<file path="config.mk">
export PLATFORM = sky130hd
export DESIGN_NAME = pss_csr
export DESIGN_NICKNAME = d
export VERILOG_FILES = /design/src/rtl/point_sphere_slab_crop_assert.svh /design/src/rtl/pss_pkg.sv /design/src/rtl/pss_csr.sv
export SDC_FILE = /design/constraint.sdc
export NUM_CORES = 1
export LEC_CHECK = 0
export ABC_AREA = 1
export BUFFER_PORTS_ARGS = -buffer_cell sky130_fd_sc_hd__clkbuf_2
export CAP_MARGIN = 20
export CORE_UTILIZATION = 50
export CTS_CLUSTER_DIAMETER = 80
export DETAILED_ROUTE_END_ITERATION = 12
export GPL_ROUTABILITY_DRIVEN = 0
export PLACE_DENSITY = 0.82
export SLEW_MARGIN = 20
export SYNTH_ARGS = -nofsm -noshare
export SYNTH_HDL_FRONTEND = slang
export SYNTH_SLANG_ARGS = --single-unit
</file>
<file path="constraint.sdc">
create_clock -name clock -period 2.3 [get_ports clock]
set_clock_uncertainty 0.15 [all_clocks]
set_input_delay 0.23 -clock clock [delete_from_list [all_inputs] [get_ports clock]]
set_output_delay 0.23 -clock clock [all_outputs]
set_load 0.02 [all_outputs]
</file>
<file path="src/rtl/point_sphere_slab_crop_assert.svh">
// assertion macros of the crop block, used by the pss_ctrl module
// no dependencies; included by pss_ctrl, the one file that carries concurrent checks
`ifndef POINT_SPHERE_SLAB_CROP_ASSERT_SVH
`define POINT_SPHERE_SLAB_CROP_ASSERT_SVH

// property must hold at every rising clock edge outside reset
`define PSS_ASSERT(label, clk, rst, prop, msg) \
   label: assert property (@(posedge clk) disable iff (rst) prop) else $error(msg);

// condition must never be seen outside reset
`define PSS_ASSERT_NEVER(label, clk, rst, cond, msg) \
   `PSS_ASSERT(label, clk, rst, !(cond), msg)

`endif

</file>
<file path="src/rtl/pss_pkg.sv">
// shared types and constants for the point sphere slab crop block
// no dependencies; imported by every module of the block
package pss_pkg;

   localparam int MAX_POINTS     = 65536;
   localparam int CNT_FIELD_MAX  = 131071;
   localparam int CNT_CAP_INT    = (MAX_POINTS < CNT_FIELD_MAX) ? MAX_POINTS : CNT_FIELD_MAX;
   localparam logic [16:0] CNT_CAP  = 17'(CNT_CAP_INT);
   localparam logic [16:0] SLAB_MIN = 17'd3;

   localparam int LANES = 3;

   // register indexes
   localparam logic [2:0] CSR_MODE          = 3'd0;
   localparam logic [2:0] CSR_FILTER_RAD_SQ = 3'd1;
   localparam logic [2:0] CSR_SUB_RAD_SQ    = 3'd2;
   localparam logic [2:0] CSR_HALF_HEIGHT   = 3'd3;
   localparam logic [2:0] CSR_NORMAL_X      = 3'd4;
   localparam logic [2:0] CSR_NORMAL_Y      = 3'd5;
   localparam logic [2:0] CSR_NORMAL_Z      = 3'd6;
   localparam logic [2:0] CSR_SPHERE_RAD    = 3'd7;

   // mode codes; anything else runs the combined test
   localparam logic [1:0] MODE_FILTER   = 2'd0;
   localparam logic [1:0] MODE_SUBCLOUD = 2'd1;
   localparam logic [1:0] MODE_COMBINED = 2'd2;

   typedef struct packed {
      logic [1:0]         mode;
      logic [31:0]        filter_radius_sq;
      logic [31:0]        subcloud_radius_sq;
      logic [15:0]        half_height;
      logic signed [15:0] normal_x;
      logic signed [15:0] normal_y;
      logic signed [15:0] normal_z;
      logic [14:0]        sphere_radius;
   } cfg_type;

   typedef enum logic [2:0] {
      ST_IDLE,
      ST_SQ_POINT,
      ST_NORM_RAD,
      ST_SQ_DIFF,
      ST_DOT,
      ST_DECIDE
   } state_type;

   typedef enum logic [1:0] {
      MUL_PP,
      MUL_NR,
      MUL_DD,
      MUL_DN
   } mul_sel_type;

   typedef struct packed {
      logic        capture;
      logic        mul_en;
      mul_sel_type mul_sel;
      logic        take_d1;
      logic        take_diff;
      logic        take_d2;
      logic        finish;
   } cmd_type;

   typedef struct packed {
      logic out_free;
   } status_type;

endpackage

</file>
<file path="src/rtl/pss_csr.sv">
// configuration register file of the crop block
// depends on pss_pkg
module pss_csr (
   input  logic             clock,
   input  logic             reset,
   input  logic             csr_valid,
   output logic             csr_ready,
   input  logic [2:0]       csr_index,
   input  logic [31:0]      csr_data,
   output pss_pkg::cfg_type cfg
);
   import pss_pkg::*;

   cfg_type cfg_ff, cfg_in;

   assign csr_ready = 1'b1;
   assign cfg       = cfg_ff;

   always_comb begin
      cfg_in = cfg_ff;
      if (csr_valid) begin
         case (csr_index)
            CSR_MODE:          cfg_in.mode               = csr_data[1:0];
            CSR_FILTER_RAD_SQ: cfg_in.filter_radius_sq   = csr_data;
            CSR_SUB_RAD_SQ:    cfg_in.subcloud_radius_sq = csr_data;
            CSR_HALF_HEIGHT:   cfg_in.half_height        = csr_data[15:0];
            CSR_NORMAL_X:      cfg_in.normal_x           = csr_data[15:0];
            CSR_NORMAL_Y:      cfg_in.normal_y           = csr_data[15:0];
            CSR_NORMAL_Z:      cfg_in.normal_z           = csr_data[15:0];
            CSR_SPHERE_RAD:    cfg_in.sphere_radius      = csr_data[14:0];
            default:           cfg_in = cfg_ff;
         endcase
      end
   end

   always_ff @(posedge clock) begin
      if (reset) begin
         cfg_ff.mode               <= MODE_COMBINED;
         cfg_ff.filter_radius_sq   <= '0;
         cfg_ff.subcloud_radius_sq <= '0;
         cfg_ff.half_height        <= '0;
         cfg_ff.normal_x           <= '0;
         cfg_ff.normal_y           <= '0;
         cfg_ff.normal_z           <= -16'sd16384;
         cfg_ff.sphere_radius      <= '0;
      end else begin
         cfg_ff <= cfg_in;
      end
   end

endmodule

</file>
==> metrics.md <==
| Metric | Value |
|---|---|
| Post-CTS sizing | `0` |
| RSZ-0062 raised after global routing | `false` |
| Nets | `1,048` |
| Hold Violations, Final | `0` |
| Largest cells by area after synthesis | `dfxtp_1 (50%), nor2_1 (19%), nand3_1 (11%)` |
| Vias in the first global route | `about 5,000` |
| Worst skew pair latency | `~0.41 ns` |
| Post-synth EDFFs | `0` |
| Die area | `0.01209 mm^2` |
| Root Driver | `clkbuf_16` |
| Drt wl/cell | `13.86 um` |
| Post-Syn Area | `0.005826 mm^2` |
| Fin crit period | `1.343 ns` |
| Post-place setup slack | `0.7033 ns` |
| Initial antenna violation count | `0` |
| Residual DRC | `0` |
| Final setup TNS | `0 ns` |
| Cells after DPL | `1,119` |
| Initial core utilization | `51.24%` |
| Hold buffers post-CTS | `15` |
| Max-capacitance violation count | `0` |
| Final setup viols | `0` |
| Async set-reset flop share out of synthesis | `0%` |
| Antenna Cells | `0` |
| Clk pin slew, worst setup/hold paths | `0.06 ns` |
| Post-synth cell types | `15` |
| CTS Buf Count | `17` |
| DRT Wirelength | `16,100 um` |
| IO Count | `184` |
| Largest delay share family, worst path | `flip-flops` |
| First-pass GRT wire length | `between 20,000 and 25,000 um` |
| Synth top area share | `around 50%` |
| Initial DRT Pass Iterations | `5` |
| Sink Count | `145` |
| Post-Synthesis Cells | `836` |
| Final worst-path cycle share | `between 50% and 60%` |
| Finished Layout Cells | `1,162` |
| Worst slew pin tran | `0.7661 ns` |
| Buf+Inv Stages, Crit Path | `1` |
| DP HPWL | `10,710 um` |
| Largest net degree at the start of global routing | `60` |
| Vias per cell | `4.995` |
| Maximum fanout along the worst path | `2` |
| Commonest cells post-synth | `nor2_1 (288), nand2_1 (170), dfxtp_1 (145)` |
| Iter 0 DRT Violations | `457` |
| Final core occ | `65.90%` |
| Antenna Nets Post-Route | `0` |
| Pwr Total | `5.939 mW` |
| H-Tree Depth | `4` |
| Post-synthesis sequential area ratio | `49.83%` |
| Synth Register Bits | `roughly 150` |
| Remaining global-route overflow | `0` |
| Core area | `between 0.01 and 0.015 mm^2` |
| Largest stage delay, worst path | `0.37 ns` |
| Most frequent cell after synthesis | `nor2_1` |
| Num rows | `39` |
| Vias | `between 5,000 and 6,000` |
| Critical-path top delay cell | `dfxtp_1` |
| Setup ws final | `approximately 0.96 ns` |
| Total Routing Usage GR | `27.46%` |
| Worst Hold Class | `input port to flop` |
| Input/output buffers | `roughly 180` |
| Synthesis-to-layout area growth | `28.61%` |
| Arrival time worst endpoint | `0.96 ns` |
| CP Cell Sequence | `clkbuf_2` |
| Max-slew violation count | `0` |
| Max reg flops | `roughly 150` |
| Synth Flop Type | `dfxtp_1` |
| CP Launch Type | `flop` |
| Clk buf depth | `2` |
| CP Class | `flop to output port` |
| Post-CTS Setup Repair Bufs | `0` |
| Syn Nets | `874` |
| Die Y | `between 100 and 150 um` |
| Syn Area/Cell | `6.968 um^2` |
| P_leak | `3.651 nW` |
| Pwr dens | `792.7 mW/mm^2` |
| Maximum vdd drop | `0.8018 mV` |
| Chip width | `109.9 um` |
| TritonCTS clock tree | `yes` |
| Share of cells above drive strength 1 | `23.16%` |
| Fmax achieved | `744.6 MHz` |
| Critical Path RT | `1.92 ns` |
| Worst slew margin | `between 40 and 50%` |
| Syn. warnings | `0` |
| Status | `finished clean` |
| Critical Path Sink Type | `output port` |
| Biggest area consumer among synthesized cells | `dfxtp_1` |
## power breakdown
group | switching (mW) | internal, mW
Sequential | 0.0486 | 2.60
Clock | 0.981 | 1.62
Combinational | 0.463 | 0.225
## layout make-up
cell class | instances | area (um^2)
Sequential cell | 145 | 2903
Fill cell | 1023 | 3877
Clock inverter | 7 | 87.58
Multi-Input combinational cell | 598 | 2487
Clock buffer | 21 | 460.4
Timing Repair Buffer | 209 | 1226
Inverter | 39 | 148.9
Tap cell | 143 | 178.9
## routing by layer
metal / routed length [um] / global-route usage, % / vias up
met2: 7516 / 44.24 / 221
met4: 474 / 12.48 / 0
met1: 6926 / 33.09 / 2613
met5: 0 / 0 / -
met3: 1182 / 9.129 / 48
li1: - / - / 2922
## kinds of logic (layout without fill, tap and decap cells)
logic type,after synthesis,after routing,share of synthesized area (%)
simple gates,597,597,42.25
flops,145,145,49.83
buf+inv,93,276,7.861
other cells,1,1,0.06437
## through the flow
stage	cell area (um^2)	hold WS, ns
final	7492	0.008505
after global routing	7492	0.03378
after CTS	7492	0.001886
after detailed placement	6794	0.3013
after global placement	6794	0.2968
after floorplan	5826	0.1932
## final timing paths
path	slack, ns	end	cells past startpoint	from
worst max-delay path	0.96	cfg[88]	1	cfg[88]
worst min-delay path	0.009	cfg[132]	5	csr_data[21]
worst max register to register	1.55	cfg[14]	2	cfg[14]
worst min register to register	0.32	cfg[30]	2	cfg[30]
## layout by cell type, fill, tap and decap left out
master,n
buf_4,6
inv_2,3
clkbuf_2,182
nor2_2,2
nor2_1,285
inv_1,35
nand2_4,1
bufinv_16,2
dfxtp_1,145
clkbuf_1,2
nand2_1,170
clkinv_2,4
nand3_1,130
clkbuf_16,17
clkinvlp_4,1
buf_12,6
dlygate4sd3_1,15
inv_4,1
conb_1,1
nor2_4,9
clkbuf_8,2
## worst reg2reg max path: stages, from the launching register on
cell and delay, ns:
dfxtp_1 0.32, nor2_1 0.11, nor2_1 0.06
No activity file was read; power rests on OpenSTA's default activity.
