### config.mk
export PLATFORM = sky130hd
export DESIGN_NAME = pss_ctrl
export DESIGN_NICKNAME = d
export VERILOG_FILES = /design/src/rtl/pss_pkg.sv /design/src/rtl/pss_ctrl.sv
export VERILOG_INCLUDE_DIRS = /design/src /design/src/rtl
export SDC_FILE = /design/constraint.sdc
export NUM_CORES = 1
export LEC_CHECK = 0
export BUFFER_PORTS_ARGS = -buffer_cell sky130_fd_sc_hd__buf_4
export CAP_MARGIN = 10
export CORE_AREA = 3 3 40 42
export CTS_BUF_LIST = sky130_fd_sc_hd__clkbuf_16
export DETAILED_ROUTE_END_ITERATION = 8
export DIE_AREA = 0 0 43 45
export PLACE_DENSITY = 0.43
export SLEW_MARGIN = 25
export SYNTH_ARGS = -nofsm -noshare
export SYNTH_HDL_FRONTEND = slang
export SYNTH_SLANG_ARGS = --single-unit
### constraint.sdc
create_clock -name clock -period 1.39 [get_ports clock]
set_input_delay 0.2085 -clock clock [delete_from_list [all_inputs] [get_ports clock]]
set_output_delay 0.2085 -clock clock [all_outputs]
set_load 0.005 [all_outputs]
### src/rtl/point_sphere_slab_crop_assert.svh
// assertion macros of the crop block, used by the pss_ctrl module
// no dependencies; included by pss_ctrl, the one file that carries concurrent checks
`ifndef POINT_SPHERE_SLAB_CROP_ASSERT_SVH
`define POINT_SPHERE_SLAB_CROP_ASSERT_SVH

// property must hold at every rising clock edge outside reset
`define PSS_ASSERT(label, clk, rst, prop, msg) \
   label: assert property (@(posedge clk) disable iff (rst) prop) else $error(msg);

// condition must never be seen outside reset
`define PSS_ASSERT_NEVER(label, clk, rst, cond, msg) \
   `PSS_ASSERT(label, clk, rst, !(cond), msg)

`endif

### src/rtl/pss_pkg.sv
// shared types and constants for the point sphere slab crop block
// no dependencies; imported by every module of the block
package pss_pkg;

   localparam int MAX_POINTS     = 65536;
   localparam int CNT_FIELD_MAX  = 131071;
   localparam int CNT_CAP_INT    = (MAX_POINTS < CNT_FIELD_MAX) ? MAX_POINTS : CNT_FIELD_MAX;
   localparam logic [16:0] CNT_CAP  = 17'(CNT_CAP_INT);
   localparam logic [16:0] SLAB_MIN = 17'd3;

   localparam int LANES = 3;

   // register indexes
   localparam logic [2:0] CSR_MODE          = 3'd0;
   localparam logic [2:0] CSR_FILTER_RAD_SQ = 3'd1;
   localparam logic [2:0] CSR_SUB_RAD_SQ    = 3'd2;
   localparam logic [2:0] CSR_HALF_HEIGHT   = 3'd3;
   localparam logic [2:0] CSR_NORMAL_X      = 3'd4;
   localparam logic [2:0] CSR_NORMAL_Y      = 3'd5;
   localparam logic [2:0] CSR_NORMAL_Z      = 3'd6;
   localparam logic [2:0] CSR_SPHERE_RAD    = 3'd7;

   // mode codes; anything else runs the combined test
   localparam logic [1:0] MODE_FILTER   = 2'd0;
   localparam logic [1:0] MODE_SUBCLOUD = 2'd1;
   localparam logic [1:0] MODE_COMBINED = 2'd2;

   typedef struct packed {
      logic [1:0]         mode;
      logic [31:0]        filter_radius_sq;
      logic [31:0]        subcloud_radius_sq;
      logic [15:0]        half_height;
      logic signed [15:0] normal_x;
      logic signed [15:0] normal_y;
      logic signed [15:0] normal_z;
      logic [14:0]        sphere_radius;
   } cfg_type;

   typedef enum logic [2:0] {
      ST_IDLE,
      ST_SQ_POINT,
      ST_NORM_RAD,
      ST_SQ_DIFF,
      ST_DOT,
      ST_DECIDE
   } state_type;

   typedef enum logic [1:0] {
      MUL_PP,
      MUL_NR,
      MUL_DD,
      MUL_DN
   } mul_sel_type;

   typedef struct packed {
      logic        capture;
      logic        mul_en;
      mul_sel_type mul_sel;
      logic        take_d1;
      logic        take_diff;
      logic        take_d2;
      logic        finish;
   } cmd_type;

   typedef struct packed {
      logic out_free;
   } status_type;

endpackage

### src/rtl/pss_ctrl.sv
// sequencer for one point: squares, query offset, slab projection, decision
// depends on pss_pkg and point_sphere_slab_crop_assert.svh
`include "point_sphere_slab_crop_assert.svh"

module pss_ctrl (
   input  logic                clock,
   input  logic                reset,
   input  logic                req_tvalid,
   output logic                req_tready,
   input  pss_pkg::status_type status,
   output pss_pkg::cmd_type    cmd
);
   import pss_pkg::*;

   state_type state_ff, state_in;

   always_comb begin
      state_in = state_ff;
      case (state_ff)
         ST_IDLE:     if (req_tvalid) state_in = ST_SQ_POINT;
         ST_SQ_POINT: state_in = ST_NORM_RAD;
         ST_NORM_RAD: state_in = ST_SQ_DIFF;
         ST_SQ_DIFF:  state_in = ST_DOT;
         ST_DOT:      state_in = ST_DECIDE;
         ST_DECIDE:   if (status.out_free) state_in = ST_IDLE;
         default:     state_in = ST_IDLE;
      endcase
   end

   always_comb begin
      cmd        = '0;
      req_tready = 1'b0;
      case (state_ff)
         ST_IDLE: begin
            req_tready  = 1'b1;
            cmd.capture = req_tvalid;
         end
         ST_SQ_POINT: begin
            cmd.mul_en  = 1'b1;
            cmd.mul_sel = MUL_PP;
         end
         ST_NORM_RAD: begin
            cmd.mul_en  = 1'b1;
            cmd.mul_sel = MUL_NR;
            cmd.take_d1 = 1'b1;
         end
         ST_SQ_DIFF: begin
            cmd.mul_en    = 1'b1;
            cmd.mul_sel   = MUL_DD;
            cmd.take_diff = 1'b1;
         end
         ST_DOT: begin
            cmd.mul_en  = 1'b1;
            cmd.mul_sel = MUL_DN;
            cmd.take_d2 = 1'b1;
         end
         ST_DECIDE: begin
            cmd.finish = status.out_free;
         end
         default: cmd = '0;
      endcase
   end

   always_ff @(posedge clock) begin
      if (reset) begin
         state_ff <= ST_IDLE;
      end else begin
         state_ff <= state_in;
      end
   end

   `PSS_ASSERT(a_accept_starts, clock, reset, (req_tvalid && req_tready) |=> (state_ff == ST_SQ_POINT), "accepted point did not start the sequence")
   `PSS_ASSERT_NEVER(a_finish_blocked, clock, reset, cmd.finish && !status.out_free, "result loaded over a waiting result")
   `PSS_ASSERT(a_decide_holds, clock, reset, (state_ff == ST_DECIDE && !status.out_free) |=> (state_ff == ST_DECIDE), "decision dropped while output stalled")
   `PSS_ASSERT(a_finish_idles, clock, reset, cmd.finish |=> (state_ff == ST_IDLE && req_tready), "sequencer not idle after result")

endmodule

==> reports/qor.csv <==
stage,metric,value,unit
detailed_routing,drt drc,0,
clock_tree,Post-CTS Setup Bufs,0,
global_routing,most used routing layer,met2,
clock_tree,cts hold-fix bufs,0,
sta,Fmax achieved,760.7,MHz
detailed_routing,post-route ant nets,0,
clock_tree,Root Driver,clkbuf_16,
clock_tree,CTS Sinks,3,
global_routing,global route overflow,0,
yosys,Post-Syn Area,241.5,sq um
yosys,Yosys top cell area share,24.87,%
critical_path,WP data arrival,1.11,ns
yosys,count of cell types in the netlist,19,
sta,Finish-stage setup viols,0,
floorplanning,io pins,13,
yosys,Synth Warn #,0,
sta,Slew HR,86.97,%
sta,final hold slack,0.1537,ns
yosys,Mean Syn Cell Area,8.327,sq um
floorplanning,# rows,13,
place,Post-DP HPWL,446.4,um
critical_path,path depth of the worst reg2reg path,4,
global_routing,gr usage total,7.648,%
place,I/O Buffers,12,
global_routing,antenna violations before repair,0,
global_routing,met1 Use GR,7.434,%
sta,RSZ-0062 raised after global routing,false,
floorplanning,die area,1935,sq um
cells_and_area,fillers,138,
critical_path,Critical Path Start Type,flip-flop,
cells_and_area,"commonest non-fill, non-tap cells in the layout","buf_4, nor2_1, clkbuf_16, dfxtp_2",
clock_tree,post-CTS sizing,2,
global_routing,largest net degree at the start of global routing,10,
clock_tree,CTS tree,built,
power,Pwr Density,1733,nW/um^2
sta,final hold violation count,0,
floorplanning,Starting Density,18.79,%
detailed_routing,drt first pass iters,2,
status,status,finished clean,
detailed_routing,WL final,627,um
cells_and_area,"commonest non-fill, non-tap cell in the layout",buf_4,
critical_path,crit path kind,flip-flop to output pin,
cells_and_area,Finished Core Util,32.42,%
sta,Worst-Margin Slew,0.1955,ns
floorplanning,Die Ht,45,um
yosys,register bit total from synthesis,3,
yosys,Syn Nets,33,
sta,period utilisation layout,94.57,%
clock_tree,CTS max path bufs,2,
detailed_routing,Iter 0 DRT Violations,1,
detailed_routing,vias per std cell,3.948,
sta,Tmin final,1.315,ns
cells_and_area,count of non-filler cells in the finished layout,58,
critical_path,crit path max fanout,6,
cells_and_area,layout cells sized above 1,58.14,%
floorplanning,Die Wd,43,um
power,P_leak,0.2079,nW
power,VDD IR max,0.4215,mV
worst_hold_path,worst hold stages,2,
cells_and_area,largest reg by FF count,state_ff,
yosys,Post-Synthesis Cells,29,
worst_hold_path,Hold WC Path Type,input port to flip-flop,
detailed_routing,Routed WL per cell,10.81,um
cells_and_area,max reg flops,3,
floorplanning,Core Area,1285,sq um
place,gpl congestion,0.6547,
clock_tree,"Clk Latency, worst-skew pair",0.22,ns
global_routing,first-pass GRT wire length,1055,um
clock_tree,Worst-path clk slew,0.03,ns
critical_path,Crit. End Element,output pin,
detailed_routing,Vias,229,
global_routing,vias in the first global route,242,
cells_and_area,Top Registers,state_ff: 3 flops,
cells_and_area,Diodes inserted,0,
job,number of max-cap violations,0,
clock_tree,htree depth,1,
yosys,largest area contributor in the synthesized netlist,dfxtp_1,
yosys,Area contributors post-synth,"dfxtp_1, nand2b_4, xnor2_1",
global_routing,GR Util met2,12.57,%
critical_path,data required time of the worst path,1.18,ns
global_routing,Global Route met3 Usage,2.789,%
clock_tree,number of CTS-inserted buffers,3,
place,dpl cells,54,
sta,Final Skew,0.0002777,ns
sta,Final TNS setup,0,ns
yosys,sequential share of the synthesized area,24.87,%
cells_and_area,Area Overhead vs Synth,72.54,%
cells_and_area,Layout Nets,48,
sta,Final Max Tran Viols,0,
## cell usage after synthesis, drive strengths merged
master / count
buf: 4
and3: 1
dfxtp: 3
nand3b: 1
o21bai: 1
a21oi: 3
nand2b: 4
nand2: 1
xnor2: 2
nor3: 2
inv: 1
nor2: 4
and2: 2
## path summary, 6_finish.rpt
kind | from | end | slack, ns
worst max-delay path | state_ff[1] | cmd[5] | 0.08
worst min-delay path | reset | state_ff[2] | 0.15
worst max register to register | state_ff[1] | state_ff[0] | 0.45
worst min register to register | state_ff[0] | state_ff[1] | 0.54
## per-layer routing
metal,part of all wire (%),up-vias
met3,3.0,0
met2,58,3
met1,39,107
li1,-,119
met5,0,-
met4,0,0
## stage by stage
stage / total power, mW / setup slack (ns) / instance area, sq um
after floorplan: 0.2043 / 0.2949 / 241.5
after global placement: 0.2667 / 0.2274 / 334.1
after detailed placement: 0.2664 / 0.2318 / 334.1
after CTS: 0.7349 / 0.02660 / 415.4
after global routing: 0.7577 / 0.02154 / 416.7
final: 0.7220 / 0.07541 / 416.7
## power breakdown
part | internal [mW] | switching (mW)
sequential | 0.0990 | 0.0185
clock | 0.372 | 0.0840
combinational | 0.0933 | 0.0557
## critical path, stage by stage (launching register included)
cell and delay [ns]:
dfxtp_2 0.38, nor2_2 0.07, and2_1 0.16, nand2b_1 0.14, buf_4 0.13
## final cells by class
cell class              count  area [sq um]  area share [%]
inverters                   1         3.754          0.9009
repair buffers             14         105.1           25.23
multi-input cells          21         146.4           35.14
well taps                  15         18.77           4.505
flip-flops and latches      3         63.81           15.32
clock buffers               3         75.07           18.02
clock inverters             1         3.754          0.9009
## kinds of logic (layout without fill, tap and decap cells)
group | count (synthesis) | count (layout) | synth area share, %
flops | 3 | 3 | 24.87
simple gates | 15 | 15 | 42.49
xor+xnor | 2 | 2 | 7.255
compound gates | 4 | 4 | 10.88
buf+inv | 5 | 19 | 14.50
Note: power is estimated with default switching activity, not from simulation.
